$ cat src/design/tfa_pkg.sv
// tfa_pkg: sizes, payload structs and register codes shared by the
// temporal frame averager. Depends on nothing.
`timescale 1ns / 1ps
`default_nettype none

package tfa_pkg;

	// sizes of the pixel store and of the averaging span
	localparam int unsigned MAX_PIXELS = 2097152;
	localparam int unsigned MAX_SPAN   = 65536;

	localparam int unsigned PIX_W    = (MAX_PIXELS > 1) ? $clog2(MAX_PIXELS) : 1;
	localparam int unsigned FPE_W    = PIX_W + 1;
	localparam int unsigned N_W      = $clog2(MAX_SPAN) + 1;
	localparam int unsigned FRAME_W  = 24;
	localparam int unsigned FP_W     = 22;
	localparam int unsigned SUM_W    = 24;
	localparam int unsigned CH_W     = 8;
	localparam int unsigned FRAMES_W = 17;
	localparam int unsigned CFG_W    = 24;
	localparam int unsigned IDX_W    = 2;

	// result queue behind the divider pipeline
	localparam int unsigned FIFO_DEPTH = 16;
	localparam int unsigned FIFO_AW    = $clog2(FIFO_DEPTH);
	localparam int unsigned CNT_W      = FIFO_AW + 1;

	typedef enum logic [IDX_W-1:0] {
		REG_START_FRAME  = 2'd0,
		REG_END_FRAME    = 2'd1,
		REG_FRAME_PIXELS = 2'd2
	} reg_idx_t;

	// one pixel on its way into the sum store
	typedef struct packed {
		logic [PIX_W-1:0] addr;
		logic             first;
		logic [CH_W-1:0]  blue;
		logic [CH_W-1:0]  green;
		logic [CH_W-1:0]  red;
		logic [N_W-1:0]   n;
		logic             eof;
	} store_req_t;

	// updated sums on their way into the divider
	typedef struct packed {
		logic [SUM_W-1:0] blue;
		logic [SUM_W-1:0] green;
		logic [SUM_W-1:0] red;
		logic [N_W-1:0]   n;
		logic             eof;
	} sums_t;

	// finished result
	typedef struct packed {
		logic [CH_W-1:0]     avg_blue;
		logic [CH_W-1:0]     avg_green;
		logic [CH_W-1:0]     avg_red;
		logic [FRAMES_W-1:0] frames;
		logic                eof;
	} result_t;

endpackage

`default_nettype wire

$ cat src/design/tfa_out_fifo.sv
// tfa_out_fifo: small result queue that decouples the divider pipeline from
// the output handshake. Depends on tfa_pkg.
`timescale 1ns / 1ps
`default_nettype none

module tfa_out_fifo import tfa_pkg::*; (
	input  logic    clk,
	input  logic    arst_n,
	input  logic    push,
	input  result_t push_data,
	input  logic    pop,
	output logic    out_valid,
	output result_t out_data
);

	result_t            entry_q [FIFO_DEPTH];
	logic [FIFO_AW-1:0] wr_ptr_q;
	logic [FIFO_AW-1:0] rd_ptr_q;
	logic [CNT_W-1:0]   count_q;

	// pointers and fill level
	always_ff @(posedge clk or negedge arst_n) begin
		if (!arst_n) begin
			wr_ptr_q <= '0;
			rd_ptr_q <= '0;
			count_q  <= '0;
		end else begin
			if (push) begin
				wr_ptr_q <= wr_ptr_q + FIFO_AW'(1);
			end
			if (pop) begin
				rd_ptr_q <= rd_ptr_q + FIFO_AW'(1);
			end
			unique case ({push, pop})
				2'b10:   count_q <= count_q + CNT_W'(1);
				2'b01:   count_q <= count_q - CNT_W'(1);
				default: count_q <= count_q;
			endcase
		end
	end

	// storage
	always_ff @(posedge clk) begin
		if (push) begin
			entry_q[wr_ptr_q] <= push_data;
		end
	end

	assign out_valid = (count_q != '0);
	assign out_data  = entry_q[rd_ptr_q];

endmodule

`default_nettype wire

$ cat config.mk
export PLATFORM = sky130hd
export DESIGN_NAME = tfa_out_fifo
export DESIGN_NICKNAME = d
export VERILOG_FILES = /design/src/design/tfa_pkg.sv /design/src/design/tfa_out_fifo.sv
export SDC_FILE = /design/constraint.sdc
export NUM_CORES = 1
export LEC_CHECK = 0
export BUFFER_PORTS_ARGS = -buffer_cell sky130_fd_sc_hd__buf_4
export CAP_MARGIN = 20
export CORE_MARGIN = 2
export CORE_UTILIZATION = 55
export CTS_CLUSTER_SIZE = 14
export DETAILED_ROUTE_END_ITERATION = 10
export PLACE_DENSITY = 0.85
export SLEW_MARGIN = 0
export SYNTH_ARGS = -nofsm -noshare
export SYNTH_HDL_FRONTEND = slang
export SYNTH_SLANG_ARGS = --single-unit
export TNS_END_PERCENT = 100
$ cat constraint.sdc
create_clock -name clk -period 2.25 [get_ports clk]
set_clock_uncertainty 0.2 [all_clocks]
set_input_delay 0.3375 -clock clk [delete_from_list [all_inputs] [get_ports clk]]
set_output_delay 0.3375 -clock clk [all_outputs]
set_load 0.01 [all_outputs]
# Word level (Yosys, flattened, before mapping)
# Memories as Yosys holds them, arrays and structs flattened.
# Index checks and enable logic that the tools add are counted.
[classes]
n_addsub = 4
multipliers = 0
n_div = 0
order_cmp = 0
eq_ne = 2
shifts = 0
n_mux = 3
bitwise_logic = 0
reduce_logical = 2
[op_table]
columns = ["operator", "count"]
rows = [
  ["$pmux 5 s2", 1],
  ["$add 4x1->4 const B", 2],
  ["$add 5x1->5 const B", 1],
  ["$reduce_bool 5->1", 1],
  ["$sub 5x1->5 const B", 1],
  ["$eq 2x1->1 const B", 1],
  ["$eq 2x2->1 const B", 1],
  ["$mux 1", 2],
  ["$reduce_bool 2->1", 1],
]
[word_totals]
register_bits = 13
latchBits = 0
ramBits = 672
rom_bits = 0
input_bits = 46
output_inout_bits = 43
elab_cells = 15
mem_count = 1
[mem_list]
columns = ["name", "words", "word_bits", "rd", "rd_ports_with_merged_regs", "wr", "line_no", "rtl"]
rows = [
  ["entry_q", 16, 42, 1, 0, 1, "tfa_out_fifo.sv:16", "result_t entry_q [FIFO_DEPTH];"],
]

# Longest topological paths before layout
[depth]
word_depth = 2
mapped_depth = 10
depth_no_buf = 8

# Worst setup path after synthesis
# No wires, ideal clock.
[synth_timing]
path_type = "input-to-reg"
from = "input port push"
to = "memory entry_q[10][0] in the netlist's numbering (enable)"
setup_ns = 0.403
arrival_time_ns = 2.023
required_ns = 1.647
path_slack_ns = -0.376
path_stages = 4
path_buffers = 1
cell_sequence = "clkbuf_1 > inv_1 > nor3b_1 > and2_1"
[synth_via]
elab_chain_cells = 2
[synth_lines]
columns = ["element", "line_no", "rtl"]
rows = [
  ["from (decl)", "tfa_out_fifo.sv:9", "input logic push,"],
  ["$mux 1", "tfa_out_fifo.sv:44", "if (push) begin"],
  ["$mux 1 (implied by the code)", "tfa_out_fifo.sv:45", "entry_q[wr_ptr_q] <= push_data;"],
  ["to (decl)", "tfa_out_fifo.sv:16", ""],
]
# No other way between the ends.

==> implementation parameters <==
Parameter                              Value

Run status
  Result of the run ... finished, violations left
  Violated checks ... negative setup slack

Worst setup path
  Kind of critical path ... flip-flop to output port
  Setup slack of the worst register-to-register path ... 310 ps
  Crit path largest cell delay ... 540 ps
  Launching element of the worst setup path ... rd_ptr_q[0]
  Category of the worst setup path launch point ... flip-flop
  Slowest cell on crit path ... sky130_fd_sc_hd__mux4_2
  Critical Path Most Common Cell ... sky130_fd_sc_hd__buf_4
  Last element of the critical path ... out_data[8]
  Family with the most delay on the worst path ... buffers and inverters
  Buffers and inverters on the worst path ... 4
  Worst Path Required ... 1710 ps
  Number of stages on the worst setup path ... 7
  Endpoint arrival time on the critical path ... 2530 ps
  Crit Reg-Reg Startpoint ... wr_ptr_q[1]
  Type of destination of the critical path ... output port
  Max Fanout on Critical Path ... 8
  Crit Reg-Reg Endpoint ... entry_q[5][4]
  Path depth of the worst reg2reg path ... 4
  Chain of cells forming the critical path ... buf_12, buf_4, buf_16, mux4_2, a22oi_2, nand2_1, buf_4

Die
  Die ar. ... 48900 um2
  Core Footprint ... 46600 um2
  Initial Utilization ... 0.557
  Die X-Extent ... 221 um
  Cell Rows ... 79
  Die extent in y ... 221 um
  Boundary pin count ... 89

Pwr
  Sequential group share of total power ... 0.377
  Power per standard cell area ... 1310 nW/um2
  Internal power ... 29.3 mW
  Switching fraction of total power ... 0.303
  Leakage power ... 10.5 nW
  Max rail drop VDD ... 1020 uV
  Fraction of power consumed by the clock network ... 0.262
  P_sw ... 12.7 mW
  Combinational power share ... 0.361

Logic synthesis
  Ys async rst share ... 0.0190
  Top cells by area in the synthesized netlist ... sky130_fd_sc_hd__edfxtp_1 78%, sky130_fd_sc_hd__mux4_2 15%, sky130_fd_sc_hd__a22oi_1 2.4%
  Cell taking the most area after synthesis ... sky130_fd_sc_hd__edfxtp_1
  FF+latch count, synth ... 685
  Synthesized netlist net count ... 1173
  Sequential fraction of the synthesis area ... 0.791
  Fraction of synthesized cell area taken by the top area cell type ... 0.778
  Unique masters post-synth ... 29
  Number of instances in the synthesized netlist ... 1118
  Warnings from Yosys ... 0
  Prevailing post-synth register cell ... sky130_fd_sc_hd__edfxtp_1
  Number of synthesized flops with an enable pin ... 672
  Netlist area before placement ... 25900 um2
  Mean cell area of the mapped netlist ... 23.2 um2

Cells and area
  Non-filler cells, final ... 2038
  Fraction of layout cells with a size suffix above 1 ... 0.408
  Most used cells in the layout excluding fill and tap cells ... 672 x sky130_fd_sc_hd__edfxtp_1, 168 x sky130_fd_sc_hd__mux4_2, 94 x sky130_fd_sc_hd__buf_4
  Number of fill cells ... 2591
  Most common library cell in the layout ignoring fill and taps ... sky130_fd_sc_hd__edfxtp_1
  Area overhead of the layout relative to synthesis ... 23.7%
  Final layout net count ... 1432
  Post-layout util ... 0.689

GRT
  Total grt overflow ... 0
  Overall global routing resource usage ... 0.264
  Via count of the first global-routing pass ... 14200
  Global-route wire length before repair ... 93200 um
  Largest net degree at the start of global routing ... 47
  Number of antenna violations at the first check in global routing ... 2

Placed design
  # placed instances ... 1837
  GPL Wtd Cong ... 0.772
  DPL Wire Length ... 33100 um
  Port Buffer Count ... 88

STA
  Final hold slack ... 296 ps
  Max Freq ... 0.326 GHz
  Worst Slack Setup Final ... -814 ps
  Worst rel slew slack ... 0.534
  Unrepaired setup endpoints after global routing ... true
  Period minus WS final ... 3060 ps
  Transition time of the tightest slew-check pin ... 696 ps
  Summed negative setup slack over all endpoints ... -30260 ps
  Setup Viol. Count Final ... 42
  Final Max Tran Viols ... 0
  Share of the clock period used by the worst path after layout ... 1.36
  Count of endpoints failing hold in the final timing report ... 0

Min path
  Critical hold path startpoint ... count_q[4]
  Path type of the worst min-delay path ... flip-flop to flip-flop

Detailed routing
  Final ANT Viol Nets ... 0
  WL per Instance ... 31.4 um
  Total via count in the routed design ... 13200
  Detailed Route WL ... 64100 um
  Per-cell via count in the routed design ... 6.48
  TritonRoute pass-1 iters ... 5
  Initial detailed-routing violation count ... 1677
  DRC violations left ... 0

Job
  Max-capacitance violation count ... 0

Clock network
  Number of CTS-inserted buffers ... 67
  Latest clock arrival within the worst-skew pair ... 600 ps
  Clock buffer depth ... 3
  Count of clock tree sinks ... 685
  Total number of H-tree levels ... 3
  CTS tree ... done
  Clock transition at the registers of the reported paths ... 60 ps
  Root buffer selected by CTS ... sky130_fd_sc_hd__clkbuf_16
sequential cells by signal, summed over array words and instances (netlist names):
name	cells
count_q	5
rd_ptr_q	4
entry_q	672
wr_ptr_q	4
power by group through the flow:
| stage | registers, mW | logic, mW | clock network [mW] |
|---|---|---|---|
| 6_report | 15.9 | 15.2 | 11.0 |
| 5_1_grt | 15.9 | 15.9 | 11.6 |
| 4_1_cts | 15.8 | 14.6 | 11.1 |
| 3_5_place_dp | 16.0 | 12.3 | 0 |
| 3_3_place_gp | 15.9 | 12.0 | 0 |
| 2_1_floorplan | 15.9 | 7.16 | 0 |
layer usage:
metal	up-vias	share of wire	wire length [um]	track usage
met5	-	0.00019	12	0
met4	2	0.028	1820	0.106
met3	122	0.084	5350	0.0579
met2	853	0.53	34100	0.449
met1	6950	0.35	22700	0.333
li1	5284	-	-	-
metrics by stage:
stage,power (mW),worst slack (ps),cell area [um2]
after floorplan,23.0,8.65,25900
after global placement,27.9,-184,28400
after detailed placement,28.3,-205,28400
after CTS,41.5,-822,31800
after global routing,43.4,-885,32100
final,42.1,-814,32100
Yosys cell counts (2+ instances only):
cell                       number
sky130_fd_sc_hd__edfxtp_1     672
sky130_fd_sc_hd__mux4_2       168
sky130_fd_sc_hd__a22oi_1       84
sky130_fd_sc_hd__nand2_1       47
sky130_fd_sc_hd__clkbuf_1      31
sky130_fd_sc_hd__and2_1        17
sky130_fd_sc_hd__buf_2         16
sky130_fd_sc_hd__dfrtp_1       13
sky130_fd_sc_hd__ha_1           9
sky130_fd_sc_hd__buf_4          8
sky130_fd_sc_hd__xor2_1         7
sky130_fd_sc_hd__nor2_1         6
sky130_fd_sc_hd__xnor2_1        5
sky130_fd_sc_hd__inv_1          4
sky130_fd_sc_hd__o21ai_0        4
sky130_fd_sc_hd__buf_6          3
sky130_fd_sc_hd__nand4_1        3
sky130_fd_sc_hd__nor2b_1        3
sky130_fd_sc_hd__nor3_1         3
sky130_fd_sc_hd__a21oi_1        2
sky130_fd_sc_hd__and3_1         2
sky130_fd_sc_hd__buf_1          2
sky130_fd_sc_hd__mux2_2         2
sky130_fd_sc_hd__nor3b_1        2
worst register-to-register path: stages, from the launching register on:
cell and delay (ps):
sky130_fd_sc_hd__dfrtp_1 420, sky130_fd_sc_hd__inv_1 120, sky130_fd_sc_hd__ha_1 240, sky130_fd_sc_hd__and2_2 400, sky130_fd_sc_hd__buf_4 260
worst min-delay path by stage:
stage                  to  slack (ps)  cells after the start
3_5_place_dp   count_q[2]           4                      1
3_3_place_gp   count_q[1]           7                      1
6_report       count_q[4]         300                      1
2_1_floorplan  count_q[0]        -160                      0
4_1_cts        count_q[4]         300                      1
5_1_grt        count_q[4]         320                      1
area by class of cell:
type,instances,area (um2),area share
diodes,1,2.50,0.0000780
clock buffers,84,1800,0.0562
clock inverters,38,340,0.0106
inverters,4,15.0,0.000468
multi-input cells,369,5550,0.173
flip-flops and latches,685,20500,0.640
well taps,607,759,0.0237
repair buffers,250,3080,0.0960
cell families (layout without fill, tap and decap cells):
family,Yosys count,in the layout,share of synthesized area
flip-flops,685,685,0.791
multiplexers,170,170,0.147
AO/OA/AOI/OAI,93,93,0.0264
AND/OR/NAND/NOR,85,85,0.0154
buffers and inverters,64,376,0.0121
XOR/XNOR,12,12,0.00405
adder cells (fa/ha/maj),9,9,0.00434
other,0,1,0
repair_timing:
| action | CTS | global route |
|---|---|---|
| gates resized for setup | 122 | 36 |
| buffers inserted | 18 | 12 |
| hold endpoints to repair | 693 | 0 |
| setup endpoints to repair | 42 | 43 |
| hold buffers | 46 | 0 |
| pin swaps | 41 | 23 |
| cloned | 5 | 3 |
(Power assumes the default switching activity.)
