[src/design/tfa_pkg.sv]
// tfa_pkg: sizes, payload structs and register codes shared by the
// temporal frame averager. Depends on nothing.
`timescale 1ns / 1ps
`default_nettype none

package tfa_pkg;

	// sizes of the pixel store and of the averaging span
	localparam int unsigned MAX_PIXELS = 2097152;
	localparam int unsigned MAX_SPAN   = 65536;

	localparam int unsigned PIX_W    = (MAX_PIXELS > 1) ? $clog2(MAX_PIXELS) : 1;
	localparam int unsigned FPE_W    = PIX_W + 1;
	localparam int unsigned N_W      = $clog2(MAX_SPAN) + 1;
	localparam int unsigned FRAME_W  = 24;
	localparam int unsigned FP_W     = 22;
	localparam int unsigned SUM_W    = 24;
	localparam int unsigned CH_W     = 8;
	localparam int unsigned FRAMES_W = 17;
	localparam int unsigned CFG_W    = 24;
	localparam int unsigned IDX_W    = 2;

	// result queue behind the divider pipeline
	localparam int unsigned FIFO_DEPTH = 16;
	localparam int unsigned FIFO_AW    = $clog2(FIFO_DEPTH);
	localparam int unsigned CNT_W      = FIFO_AW + 1;

	typedef enum logic [IDX_W-1:0] {
		REG_START_FRAME  = 2'd0,
		REG_END_FRAME    = 2'd1,
		REG_FRAME_PIXELS = 2'd2
	} reg_idx_t;

	// one pixel on its way into the sum store
	typedef struct packed {
		logic [PIX_W-1:0] addr;
		logic             first;
		logic [CH_W-1:0]  blue;
		logic [CH_W-1:0]  green;
		logic [CH_W-1:0]  red;
		logic [N_W-1:0]   n;
		logic             eof;
	} store_req_t;

	// updated sums on their way into the divider
	typedef struct packed {
		logic [SUM_W-1:0] blue;
		logic [SUM_W-1:0] green;
		logic [SUM_W-1:0] red;
		logic [N_W-1:0]   n;
		logic             eof;
	} sums_t;

	// finished result
	typedef struct packed {
		logic [CH_W-1:0]     avg_blue;
		logic [CH_W-1:0]     avg_green;
		logic [CH_W-1:0]     avg_red;
		logic [FRAMES_W-1:0] frames;
		logic                eof;
	} result_t;

endpackage

`default_nettype wire

[src/design/tfa_divider.sv]
// tfa_divider: pipelined restoring divider, one quotient bit per stage for
// all three channels, rounding to nearest even with saturation. Depends on tfa_pkg.
`timescale 1ns / 1ps
`default_nettype none

module tfa_divider import tfa_pkg::*; (
	input  logic    clk,
	input  logic    arst_n,
	input  logic    in_valid,
	input  sums_t   in_sums,
	output logic    out_valid,
	output result_t out_res
);

	localparam int unsigned REM_W = N_W;
	localparam int unsigned CMP_W = (SUM_W > N_W + CH_W) ? SUM_W : N_W + CH_W;

	typedef struct packed {
		logic             sat;
		logic [REM_W-1:0] rem;
		logic [CH_W-1:0]  low;
		logic [CH_W-1:0]  quo;
	} lane_t;

	// saturation test and partial remainder from the high sum bits
	function automatic lane_t lane_init(input logic [SUM_W-1:0] sum, input logic [N_W-1:0] n);
		lane_t            l;
		logic [CMP_W-1:0] bound;
		bound = CMP_W'({n, {CH_W{1'b0}}});
		l.sat = CMP_W'(sum) >= bound;
		l.rem = REM_W'(sum >> CH_W);
		l.low = sum[CH_W-1:0];
		l.quo = '0;
		return l;
	endfunction

	// one restoring step
	function automatic lane_t lane_step(input lane_t l, input logic [N_W-1:0] n);
		lane_t          r;
		logic [REM_W:0] trial;
		logic           ge;
		trial = {l.rem, l.low[CH_W-1]};
		ge    = trial >= {1'b0, n};
		r     = l;
		r.rem = ge ? REM_W'(trial - {1'b0, n}) : REM_W'(trial);
		r.low = {l.low[CH_W-2:0], 1'b0};
		r.quo = {l.quo[CH_W-2:0], ge};
		return r;
	endfunction

	// round half to even, clip at full scale
	function automatic logic [CH_W-1:0] lane_round(input lane_t l, input logic [N_W-1:0] n);
		logic [REM_W:0] twice;
		logic           up;
		twice = {l.rem, 1'b0};
		up    = (twice > {1'b0, n}) || ((twice == {1'b0, n}) && l.quo[0]);
		if (l.sat || (up && (&l.quo))) begin
			return '1;
		end
		return l.quo + CH_W'(up);
	endfunction

	lane_t          lane_s  [0:CH_W][0:2];
	logic           valid_s [0:CH_W];
	logic [N_W-1:0] n_s     [0:CH_W];
	logic           eof_s   [0:CH_W];

	// entry stage
	always_ff @(posedge clk or negedge arst_n) begin
		if (!arst_n) begin
			valid_s[0] <= 1'b0;
		end else begin
			valid_s[0] <= in_valid;
		end
	end

	always_ff @(posedge clk) begin
		lane_s[0][0] <= lane_init(in_sums.blue, in_sums.n);
		lane_s[0][1] <= lane_init(in_sums.green, in_sums.n);
		lane_s[0][2] <= lane_init(in_sums.red, in_sums.n);
		n_s[0]       <= in_sums.n;
		eof_s[0]     <= in_sums.eof;
	end

	// quotient bit stages
	for (genvar k = 1; k <= CH_W; k++) begin : g_stage
		always_ff @(posedge clk or negedge arst_n) begin
			if (!arst_n) begin
				valid_s[k] <= 1'b0;
			end else begin
				valid_s[k] <= valid_s[k-1];
			end
		end

		always_ff @(posedge clk) begin
			for (int c = 0; c < 3; c++) begin
				lane_s[k][c] <= lane_step(lane_s[k-1][c], n_s[k-1]);
			end
			n_s[k]   <= n_s[k-1];
			eof_s[k] <= eof_s[k-1];
		end
	end

	// rounding on the way out
	assign out_valid         = valid_s[CH_W];
	assign out_res.avg_blue  = lane_round(lane_s[CH_W][0], n_s[CH_W]);
	assign out_res.avg_green = lane_round(lane_s[CH_W][1], n_s[CH_W]);
	assign out_res.avg_red   = lane_round(lane_s[CH_W][2], n_s[CH_W]);
	assign out_res.frames    = FRAMES_W'(n_s[CH_W]);
	assign out_res.eof       = eof_s[CH_W];

endmodule

`default_nettype wire

[config.mk]
export PLATFORM = sky130hd
export DESIGN_NAME = tfa_divider
export DESIGN_NICKNAME = d
export VERILOG_FILES = /design/src/design/tfa_pkg.sv /design/src/design/tfa_divider.sv
export SDC_FILE = /design/constraint.sdc
export NUM_CORES = 2
export LEC_CHECK = 0
export ABC_AREA = 1
export BUFFER_PORTS_ARGS = -buffer_cell sky130_fd_sc_hd__buf_2
export CORE_MARGIN = 2
export CORE_UTILIZATION = 35
export DETAILED_ROUTE_END_ITERATION = 12
export GPL_ROUTABILITY_DRIVEN = 0
export PLACE_DENSITY_LB_ADDON = 0.1
export SLEW_MARGIN = 40
export SYNTH_ARGS = -nofsm -noshare
export SYNTH_HDL_FRONTEND = slang
export SYNTH_SLANG_ARGS = --single-unit
[constraint.sdc]
create_clock -name clk -period 5.2 [get_ports clk]
set_input_delay 0.78 -clock clk [delete_from_list [all_inputs] [get_ports clk]]
set_output_delay 0.78 -clock clk [all_outputs]
set_load 0.01 [all_outputs]
Word level (Yosys, flattened, before mapping)
Memory sizes are Yosys's and may differ from the RTL's.
Cells that the tools add are included.
- add/sub/neg operators: 27
- order comparisons: 30
- equality and inequality tests: 3
- mux-type cells: 33
- reduce and logical (&&, ||, !) cells: 15
- operators with widths (kind ; number):
    18-bit by 17-bit >= comparator with 1-bit output ; 24
    17-bit 2-to-1 mux ; 24
    17-bit subtractor ; 24
    24-bit by 25-bit >= comparator with 1-bit output ; 3
    18-bit by 17-bit equality test with 1-bit output ; 3
    18-bit by 17-bit greater-than comparator with 1-bit output ; 3
    8-bit 2-to-1 mux ; 6
    8-bit by 1-bit adder with 8-bit output ; 3
    8-bit AND reduction ; 3
    1-bit logical AND ; 6
    1-bit logical OR ; 6
    1-bit 2-to-1 mux ; 3
- flip-flop bits (word level): 9
- bits in writable memories: 1080
- input port bits: 93
- output and inout bits: 43
- logic and storage cells: 120
- memories kept: 3
- memory list (name ; words ; width ; rd ports ; clocked after Yosys merged registers in ; write ports ; RTL line ; text):
    lane_s ; 9 ; 102 ; 9 ; 0 ; 9 ; tfa_divider.sv:63 ; lane_t lane_s [0:CH_W][0:2];
    n_s ; 9 ; 17 ; 9 ; 0 ; 9 ; tfa_divider.sv:65 ; logic [N_W-1:0] n_s [0:CH_W];
    eof_s ; 9 ; 1 ; 9 ; 0 ; 9 ; tfa_divider.sv:66 ; logic eof_s [0:CH_W];

Depth between registers and ports, before layout
- depth after elaboration: 7
- gate-level depth with buffers: 18
- gate-level depth less buffers: 18

Worst setup path after synthesis
OpenSTA, ideal clock, no wires.
- kind: register -> output
- start point: memory n_s[2][9] (netlist bit)
- end point: output out_res[33] (netlist bit)
- arrival: 2105 ps
- data required time: 4420 ps
- setup slack: 2315 ps
- stages on the path, launching flop included: 17
- path buffers: 0
- cells stage by stage: dfxtp_1 inv_1 ha_1 nand2_1 nor2_1 nand2_1 nor2_1 o21ai_0 nand3_1 nand2_1 inv_1 ha_1 nand3_1 nor2_1 nand3_1 xor2_1 nand3_1
- RTL lines (element ; RTL line ; text):
    start, declared ; tfa_divider.sv:65 ;
    end, declared ; tfa_divider.sv:12 ; output result_t out_res

==> implementation parameters <==
Parameter                              Value

Setup path
  Critical register-to-register path endpoint    lane_s[6][66]
  Critical path startpoint    n_s[2][9]
  Crit Reg-Reg Startpoint    n_s[1][32]
  Crit path largest cell delay    ~0.33 ns
  CP startpoint kind    flip-flop
  Worst-path cell chain    inv_1 > ha_1 > nand2_1 > nor2_1 > nand2_1 > nor2_1 > o21ai_0 > nand3_1 > nand2_1 > inv_1 > ha_1 > nand3_1 > nor2_1 > nand3_1 > xor2_1 > nand3_1 > buf_2
  R2R cell count    8
  Worst Path Arrival    roughly 3.5 ns
  Register-to-Register Setup Slack    approximately 2.4 ns
  Worst path required time    about 4.4 ns
  Type of element capturing the critical path    output pin
  CP Max Fanout    3
  Classification of the worst setup path    flip-flop to output pin
  Top cell by count, worst path    nand3_1
  CP max stage cell    dfxtp_1

Timing
  Fraction of the cycle the final worst path needs    just over 80%
  Slew margin rel.    roughly 52%
  Min setup slack post-route    just over 0.9 ns
  Number of hold violations in the final report    0
  Slew of the pin with the lowest slew margin    between 0.7 and 0.8 ns
  Total count of max-transition violations in the final report    0
  Count of final setup violators    0
  Unrepaired setup endpoints after global routing    no
  Peak clock frequency supported by timing    about 0.23 GHz
  Post-Route Skew    ~0.026 ns
  Minimum clock period after layout    4.280 ns
  TNS Setup    0 ns

Synth
  Number of synthesized flops with an enable pin    0
  Number of unique standard cell types used by synthesis    43
  Net count of the mapped netlist    between 8000 and 9000
  Number of standard cells after synthesis    between 7000 and 8000
  Yosys top cell area share    32.54%
  Most area-hungry cell type in the Yosys netlist    dfxtp_1
  Share of synthesized registers carrying an async set or reset    just over 1%
  Dominant synthesized flop cell    dfxtp_1
  Number of register bits inferred by synthesis    a little under 900
  Combined area of all synthesized cells    around 53000 µm²
  Synth area leaders    dfxtp_1, nand2_1, ha_1
  Most instantiated library cell after synthesis    nand2_1
  Proportion of synthesized chip area in sequential cells    between 30% and 40%
  Commonest cells post-synth    nand2_1, inv_1, dfxtp_1, nand3_1, ha_1
  Synth warn    0
  Synthesized area divided by synthesized cell count    roughly 6.7 µm²

Clock network
  Cell chosen for the clock root    clkbuf_16
  Number of buffers created by CTS    around 100
  Maximum root-to-sink buffer count    3
  Sinks on Clock Net    slightly below 900
  Number of levels the H-tree was split into    3
  Clock latency at the later pin of the worst-skew pair    between 0.7 and 0.8 ns
  Clock tree from TritonCTS    yes
  CTS resizes    0
  Clock slew at the register clock pins of the worst setup and hold paths    about 0.060 ns

Detailed routing
  Number of design-rule violations left by the first detailed-router iteration    roughly 2300
  Routed length per instance    about 17 µm
  Antenna viol nets, final    0
  DRC errors left    0
  Wire length after detailed routing    approximately 180000 µm
  Length of the first detailed-routing pass in iterations    5
  Routed vias/inst    roughly 4.6
  Total via count in the routed design    between 40000 and 50000

Finish
  Number of nets in the final layout    around 8700
  Area growth from synthesis to final layout    11.95%
  Proportion of layout cells with a drive suffix above 1    around 6.6%

Place
  Post-Place Worst Slack    1.606 ns
  Buffers added on ports    approximately 140
  HPWL after detailed placement    about 150000 µm

Min path
  Type of the most critical hold path    input pin to flip-flop
  Hold Crit Endpoint    n_s[0][14]
  WHS Path Cells    1
  Hold Startpoint    in_sums[15]

Power and ir drop
  Static leakage power    33.89 nW
  Power per cell area    615.5 nW/µm²
  Worst ir drop on vdd    311.7 µV

Floorplanning
  Core box area    ~150000 µm²
  IO Pins    between 100 and 150
  Die Wd    approximately 390 µm
  Cell row count    142
  Initial Util    between 30% and 40%
  Floorplan die area    between 150000 and 200000 µm²
  Die Ht    between 300 and 400 µm

Flow run
  Number of violations of the max-capacitance limit    0

GRT
  GRT Resource Usage Total    22.59%
  Residual overflow from global routing    0
  Vias in the first global route    46580
  Antenna violations before repair    4
  Pin count of the biggest net entering global routing    19
  First-pass GRT wire length    approximately 270000 µm

Outcome
  Run status    completed
-- registers in the layout (all words and copies together), names as in the netlist --
register	cells
lane_s	699
valid_s	8
eof_s	9
n_s	153
out_valid	1
-- area by class of cell --
cell class	instances	area (µm²)
clock inverters	53	689.4
clock buffers	139	2965
multi-input cells	5611	29930
fillers	15980	90830
diodes	1	2.502
flip-flops and latches	870	17460
inverters	1331	4996
repair buffers	142	730.7
well taps	2016	2522
-- power breakdown --
part           switching [W]  leakage [nW]  internal [W]
Sequential           0.00149          7.36       0.00880
Clock                0.00302          1.79       0.00462
Combinational         0.0122          24.7       0.00634
Total                 0.0167          33.9        0.0198
-- cells by family after synthesis --
logic type / synth area share [%]
AO/OA/AOI/OAI: 3.989
XOR/XNOR: 3.075
adder cells (fa/ha/maj): 12.95
buffers and inverters: 10.66
flip-flops: 32.96
AND/OR/NAND/NOR: 36.36
-- routing by layer --
metal	GRT usage, %	up-vias	share of wire [%]
met5	0	-	0
met4	14.78	0	7.5
met3	2.434	389	2.8
met2	41.25	927	49
met1	24.65	20970	40
li1	-	24920	-
-- repair_timing --
item	4_1_cts	5_1_grt
hold buffers	1	0
endpoints found under the setup margin	0	0
buffers inserted	0	0
endpoints found under the hold margin	9	0
-- metrics by stage --
stage          utilization (%)  total power [W]  cells  cell area (µm²)  hold WS [ns]
2_1_floorplan                -          0.02402   7886            52970        0.3096
3_3_place_gp             37.02          0.02892   9969            55580        0.3105
3_5_place_dp             37.05          0.02900   9969            55620        0.3121
4_1_cts                  39.49          0.03681  10160            59290        0.1035
5_1_grt                  39.50          0.03990  10160            59300        0.1262
6_report                 39.50          0.03650  10160            59300        0.1700
-- critical path, delay by kind of cell, from the launching register on --
family | cells | cell delay, ns
AOI/OAI and AO/OA | 1 | 0.10
xor gates and xnor gates | 1 | 0.14
adders and majority gates | 2 | 0.50
DFF | 1 | 0.33
buffers and inverters | 3 | 0.36
and+or+nand+nor | 10 | 1.33
-- worst max path at each step --
stage / end / slack [ns] / depth (start not counted)
2_1_floorplan: out_res[33] / 2.32 / 16
3_3_place_gp: out_res[25] / 1.63 / 17
3_5_place_dp: out_res[25] / 1.61 / 17
4_1_cts: out_res[25] / 0.78 / 17
5_1_grt: out_res[25] / 0.53 / 17
6_report: out_res[25] / 0.92 / 17
-- cells in the final DEF, fill, tap and decap left out, types with 42 or more instances in the layout --
cell	netlist	layout
nand2_1	2951	2951
inv_1	1309	1309
dfxtp_1	861	861
nand3_1	832	832
ha_1	510	510
nor2_1	338	338
a21oi_1	266	266
xor2_1	139	139
buf_2	17	135
clkbuf_16	0	105
nand4_1	82	82
nand2_2	78	78
nor3_1	76	76
o21ai_0	73	73
xnor2_1	47	47
and2_1	43	43
nand2_4	42	42
(Power assumes the default switching activity.)
